`src/rtl/core/assert_macros.svh`:
```
// Assertion macros used by the filter top level.
`ifndef ASSERT_MACROS_SVH
`define ASSERT_MACROS_SVH

// Antecedent true implies consequent true in the same cycle.
`define ASSERT_IMPLIES(label, clk, rst, ante, cons, msg) \
   label: assert property (@(posedge clk) disable iff (rst) (ante) |-> (cons)) \
      else $error(msg);

// Antecedent true implies consequent true in the next cycle.
`define ASSERT_NEXT(label, clk, rst, ante, cons, msg) \
   label: assert property (@(posedge clk) disable iff (rst) (ante) |=> (cons)) \
      else $error(msg);

`endif

```
`src/rtl/core/dmf_pkg.sv`:
```
// Types and constants of the duplicate message filter.
package dmf_pkg;

   localparam int unsigned MAX_SENDERS_DEFAULT = 16;

   localparam int unsigned NODE_W   = 32;
   localparam int unsigned TIME_W   = 64;
   localparam int unsigned WINDOW_W = 63;
   localparam int unsigned CSR_IDX_W = 8;

   localparam logic [WINDOW_W-1:0] DEFAULT_WINDOW = 63'd5000000000;

   localparam logic [CSR_IDX_W-1:0] CSR_OWN_NODE       = 8'd0;
   localparam logic [CSR_IDX_W-1:0] CSR_RESTART_WINDOW = 8'd1;

   localparam logic [1:0] VERDICT_ACCEPT = 2'd0;
   localparam logic [1:0] VERDICT_OWN    = 2'd1;
   localparam logic [1:0] VERDICT_BADSUM = 2'd2;
   localparam logic [1:0] VERDICT_DUP    = 2'd3;

   // Search token handed from cell to cell.
   typedef struct packed {
      logic active;
      logic hit;
      logic dup;
   } probe_type;

   typedef enum logic [0:0] {
      ST_IDLE,
      ST_SCAN
   } state_type;

endpackage

```
`src/rtl/core/dmf_cell.sv`:
```
// One table cell: holds a sender id and its last accepted timestamp, checks the passing token.
module dmf_cell (
   input  logic                                clock,
   input  logic                                reset,
   input  logic                                occupied,
   input  logic                                alloc_en,
   input  logic [dmf_pkg::NODE_W-1:0]          query_node,
   input  logic [dmf_pkg::TIME_W-1:0]          query_time,
   input  logic [dmf_pkg::WINDOW_W-1:0]        restart_window,
   input  dmf_pkg::probe_type                  probe_in,
   output dmf_pkg::probe_type                  probe_out
);
   import dmf_pkg::*;

   logic [NODE_W-1:0] id_ff;
   logic [NODE_W-1:0] id_in;
   logic [TIME_W-1:0] time_ff;
   logic [TIME_W-1:0] time_in;
   probe_type         probe_ff;
   probe_type         probe_in_next;

   logic              match;
   logic              not_newer;
   logic [TIME_W-1:0] step_back;
   logic              restarted;
   logic              is_dup;

   assign match     = probe_in.active && !probe_in.hit && occupied && (id_ff == query_node);
   assign not_newer = $signed(time_ff) >= $signed(query_time);
   assign step_back = time_ff - query_time;
   assign restarted = step_back > {1'b0, restart_window};
   assign is_dup    = not_newer && !restarted;

   always_comb begin
      id_in   = id_ff;
      time_in = time_ff;
      if (alloc_en) begin
         // a new sender always lands as accepted with its own timestamp
         id_in   = query_node;
         time_in = query_time;
      end else if (match && !is_dup) begin
         time_in = query_time;
      end
      probe_in_next.active = probe_in.active;
      probe_in_next.hit    = probe_in.hit | match;
      probe_in_next.dup    = match ? is_dup : probe_in.dup;
   end

   always_ff @(posedge clock) begin
      id_ff   <= id_in;
      time_ff <= time_in;
   end

   always_ff @(posedge clock) begin
      if (reset) begin
         probe_ff <= '0;
      end else begin
         probe_ff <= probe_in_next;
      end
   end

   assign probe_out = probe_ff;

endmodule

```
`config.mk`:
```
export PLATFORM = sky130hd
export DESIGN_NAME = dmf_cell
export DESIGN_NICKNAME = d
export VERILOG_FILES = /design/src/rtl/core/assert_macros.svh /design/src/rtl/core/dmf_pkg.sv /design/src/rtl/core/dmf_cell.sv
export SDC_FILE = /design/constraint.sdc
export NUM_CORES = 1
export LEC_CHECK = 0
export ABC_AREA = 1
export BUFFER_PORTS_ARGS = -buffer_cell sky130_fd_sc_hd__buf_4
export CELL_PAD_IN_SITES_DETAIL_PLACEMENT = 0
export CELL_PAD_IN_SITES_GLOBAL_PLACEMENT = 1
export CORE_MARGIN = 3
export CORE_UTILIZATION = 42
export DETAILED_ROUTE_END_ITERATION = 8
export GPL_ROUTABILITY_DRIVEN = 1
export GPL_TIMING_DRIVEN = 0
export PLACE_DENSITY_LB_ADDON = 0.1
export SKIP_CTS_REPAIR_TIMING = 1
export SLEW_MARGIN = 20
export SYNTH_ARGS = -nofsm -noshare
export SYNTH_HDL_FRONTEND = slang
export SYNTH_SLANG_ARGS = --single-unit
```
`constraint.sdc`:
```
create_clock -name clock -period 7.4 [get_ports clock]
set_input_delay 1.48 -clock clock [delete_from_list [all_inputs] [get_ports clock]]
set_output_delay 1.48 -clock clock [all_outputs]
set_load 0.03 [all_outputs]
```
==> impl_results.md <==
- TritonCTS Buffers: 9
- Total Power: approximately 2.1 mW
- Most used flip-flop cell after synthesis: edfxtp_1
- F_max: ~160 MHz
- # clock sinks: approximately 100
- Critical path arrival: around 6.2 ns
- Worst Tran Pin Value: ~0.85 ns
- Setup crit start kind: primary input
- Die width: between 150 and 200 µm
- Storage cell area: slightly below 0.003 mm²
- Maximum VDD drop: about 0.00011 V
- Crit path largest cell delay: 0.38 ns
- Hold WC Path Type: flip-flop to flip-flop
- Die Footprint: around 0.025 mm²
- # setup viols final: 0
- Cell Area, Synth: 0.009789 mm²
- Period utilization: a little over four fifths
- Chip height: approximately 160 µm
- Slew Limit Fails: 0
- Clock Path Buffers: 2
- Endpoint type of the worst setup path: flip-flop
- CP max FO: 44
- Final wirelength: around 27 mm
- Area grow syn2layout: 20.40%
- Mux cell area share after synthesis: 0%
- Fraction of the mapped netlist area in adder cells: about 16%
- Starting Density: between 40% and 50%
- GRT overflow: 0
- Filler cells: 2354
- Unrepaired setup endpoints after global routing: no
- PD cells: ~180 mW/mm²
- Slowest CP cell: fa_1
- Compound-cell area share of the yosys netlist: 14.10%
- GRT Total Usage: 21.02%
- Flop and latch count out of synthesis: 99
- Yosys warnings: 0
- Average wire per standard cell: 14.81 µm
- Mapped Cells: 1295
- Min Tclk post-route: about 6.2 ns
- Initial DRC Count: between 400 and 500
- Slew Limit Headroom: 42.69%
- Vias/cell: between 4 and 5
- Clock H-tree levels: 3
- Multi-input logic area: between 0.005 and 0.006 mm²
- Antenna violations before repair: 0
- Setup Crit Path Kind: primary input to flip-flop
- Antenna-violating nets left: 0
- Post-Place Worst Slack: 0.8665 ns
- Mean Syn Cell Area: approximately 7.6 µm²
- DRC Markers: 0
- Worst-path clk slew: about 0.08 ns
- Commonest non-fill, non-tap cells in the layout: inv_1 (279), nand2_1 (236), buf_4 (168), nor2_1 (128), ha_1 (127)
- Nets: around 1800
- Largest family of logic cells by synthesized area: simple AND/OR/NAND/NOR gates
- Root Driver: clkbuf_16
- Max Clock Skew: ~0.01 ns
- Xor and xnor area share after synthesis: under 10%
- Vias in the first global route: around 8300
- CTS tree: built
- Outcome: completed
- Routability Congestion: roughly 0.90
- Row cnt: 55
- Worst path required time: 7.44 ns
- Syn Nets: roughly 1600
- Share of synthesized registers carrying an async set or reset: 0%
- Setup WS post-layout: around 1.2 ns
- CP dominant cell by count: nand2_1
- DRT Pass-1 Iters: 7
- Post-synthesis sequential area ratio: a little under a third
- Largest net degree at the start of global routing: 45
- Antenna cells: 0
- Final Hold Viols: 0
- Core ar.: around 0.023 mm²
- Commonest non-fill, non-tap cell in the layout: inv_1
- Leak: approximately 6 nW
- Total vias in the final route: ~8600
- Worst-skew pair later-pin latency: between 0.3 and 0.4 ns
- Max Cap Viol: 0
- First-pass GRT wire length: 41.28 mm
- Synth cell types: 52
- Top-level I/O count: between 150 and 200
- Number of synthesized flops with an enable pin: 96
- Simple-gate share of the synthesized area: roughly a fifth
- Final HPWL DP: 22.54 mm
- Share of cells above drive strength 1: a little under a fifth
- PortBufs: between 150 and 200
-- area by class of cell --
| cell class | count | area share [%] |
|---|---|---|
| Inverter | 292 | 9.299 |
| Clock buffer | 9 | 1.911 |
| Timing Repair Buffer | 169 | 10.93 |
| Multi-Input combinational cell | 903 | 48.81 |
| Sequential cell | 99 | 24.97 |
| Clock inverter | 7 | 0.7113 |
| Tap cell | 313 | 3.323 |
| Buffer | 1 | 0.04246 |
-- critical path: cells and delay by family --
kind                     cells  cell delay [ns]
XOR/XNOR                     1             0.15
buffers and inverters        4             0.49
AO/OA/AOI/OAI                6             1.10
AND/OR/NAND/NOR             15             2.14
adder cells (fa/ha/maj)      3             0.80
-- kinds of logic after synthesis --
| family | count (synthesis) |
|---|---|
| flops | 99 |
| xor+xnor | 77 |
| buf+inv | 293 |
| fa+ha+maj | 128 |
| simple gates | 476 |
| compound gates | 222 |
-- cells in the mapped netlist, types with 4 or more instances --
| cell type | count | area [µm²] |
|---|---|---|
| edfxtp_1 | 96 | 2883 |
| nor2_1 | 128 | 480.5 |
| a21oi_2 | 11 | 96.34 |
| a31oi_1 | 16 | 100.1 |
| nand2_4 | 5 | 56.30 |
| inv_1 | 279 | 1047 |
| inv_2 | 13 | 48.80 |
| o211ai_1 | 4 | 30.03 |
| a21oi_1 | 107 | 535.5 |
| nand2_1 | 237 | 889.6 |
| a211oi_1 | 6 | 45.04 |
| xnor2_1 | 35 | 306.5 |
| nor2_2 | 6 | 37.54 |
| o21bai_1 | 5 | 37.54 |
| ha_1 | 127 | 1589 |
| a21o_1 | 6 | 45.04 |
| xor2_1 | 42 | 367.9 |
| nor4_1 | 6 | 37.54 |
| o21ai_2 | 11 | 96.34 |
| nand4_1 | 16 | 100.1 |
| o21ai_0 | 29 | 145.1 |
| nand3_1 | 34 | 170.2 |
| o21a_1 | 6 | 45.04 |
| nand2_2 | 13 | 81.33 |
| nor3_1 | 8 | 40.04 |
| or2_2 | 11 | 68.82 |
-- power breakdown --
part	total, mW	internal (mW)	switching [mW]
registers	0.678	0.663	0.0147
clock network	0.512	0.244	0.268
logic	0.876	0.354	0.522
total	2.07	1.26	0.805
-- worst paths after layout --
| kind | startpoint | end | slack, ns | depth (start not counted) |
|---|---|---|---|---|
| hold reg to reg | id_ff[20] | probe_out[0] | 0.80 | 6 |
| setup reg to reg | time_ff[0] | time_ff[42] | 2.00 | 29 |
| setup / recovery | query_time[0] | time_ff[42] | 1.23 | 29 |
| hold / removal | id_ff[20] | probe_out[0] | 0.80 | 6 |
-- sequential cells by signal, indices dropped and copies added (netlist names) --
register,flops
time_ff,64
id_ff,32
probe_out,3
-- layer usage --
metal | global-route usage [%] | vias to the layer above | wire length, µm
met2 | 33.99 | 180 | 11860
met4 | 3.564 | 0 | 225
met3 | 4.947 | 13 | 1701
met5 | 0 | - | 0
met1 | 29.16 | 3865 | 12780
li1 | - | 4575 | -
-- through the flow --
stage	cell area (µm²)	TNS, ns	utilization (%)	cells	hold WS (ns)
2_1_floorplan	9789	0	-	1295	0.7290
3_3_place_gp	11440	-55.58	50.23	1776	0.7760
3_5_place_dp	11480	0	50.39	1777	0.8002
4_1_cts	11790	0	51.74	1793	0.8193
5_1_grt	11790	0	51.74	1793	0.8780
6_report	11790	0	51.74	1793	0.8034
(Power assumes the default switching activity.)
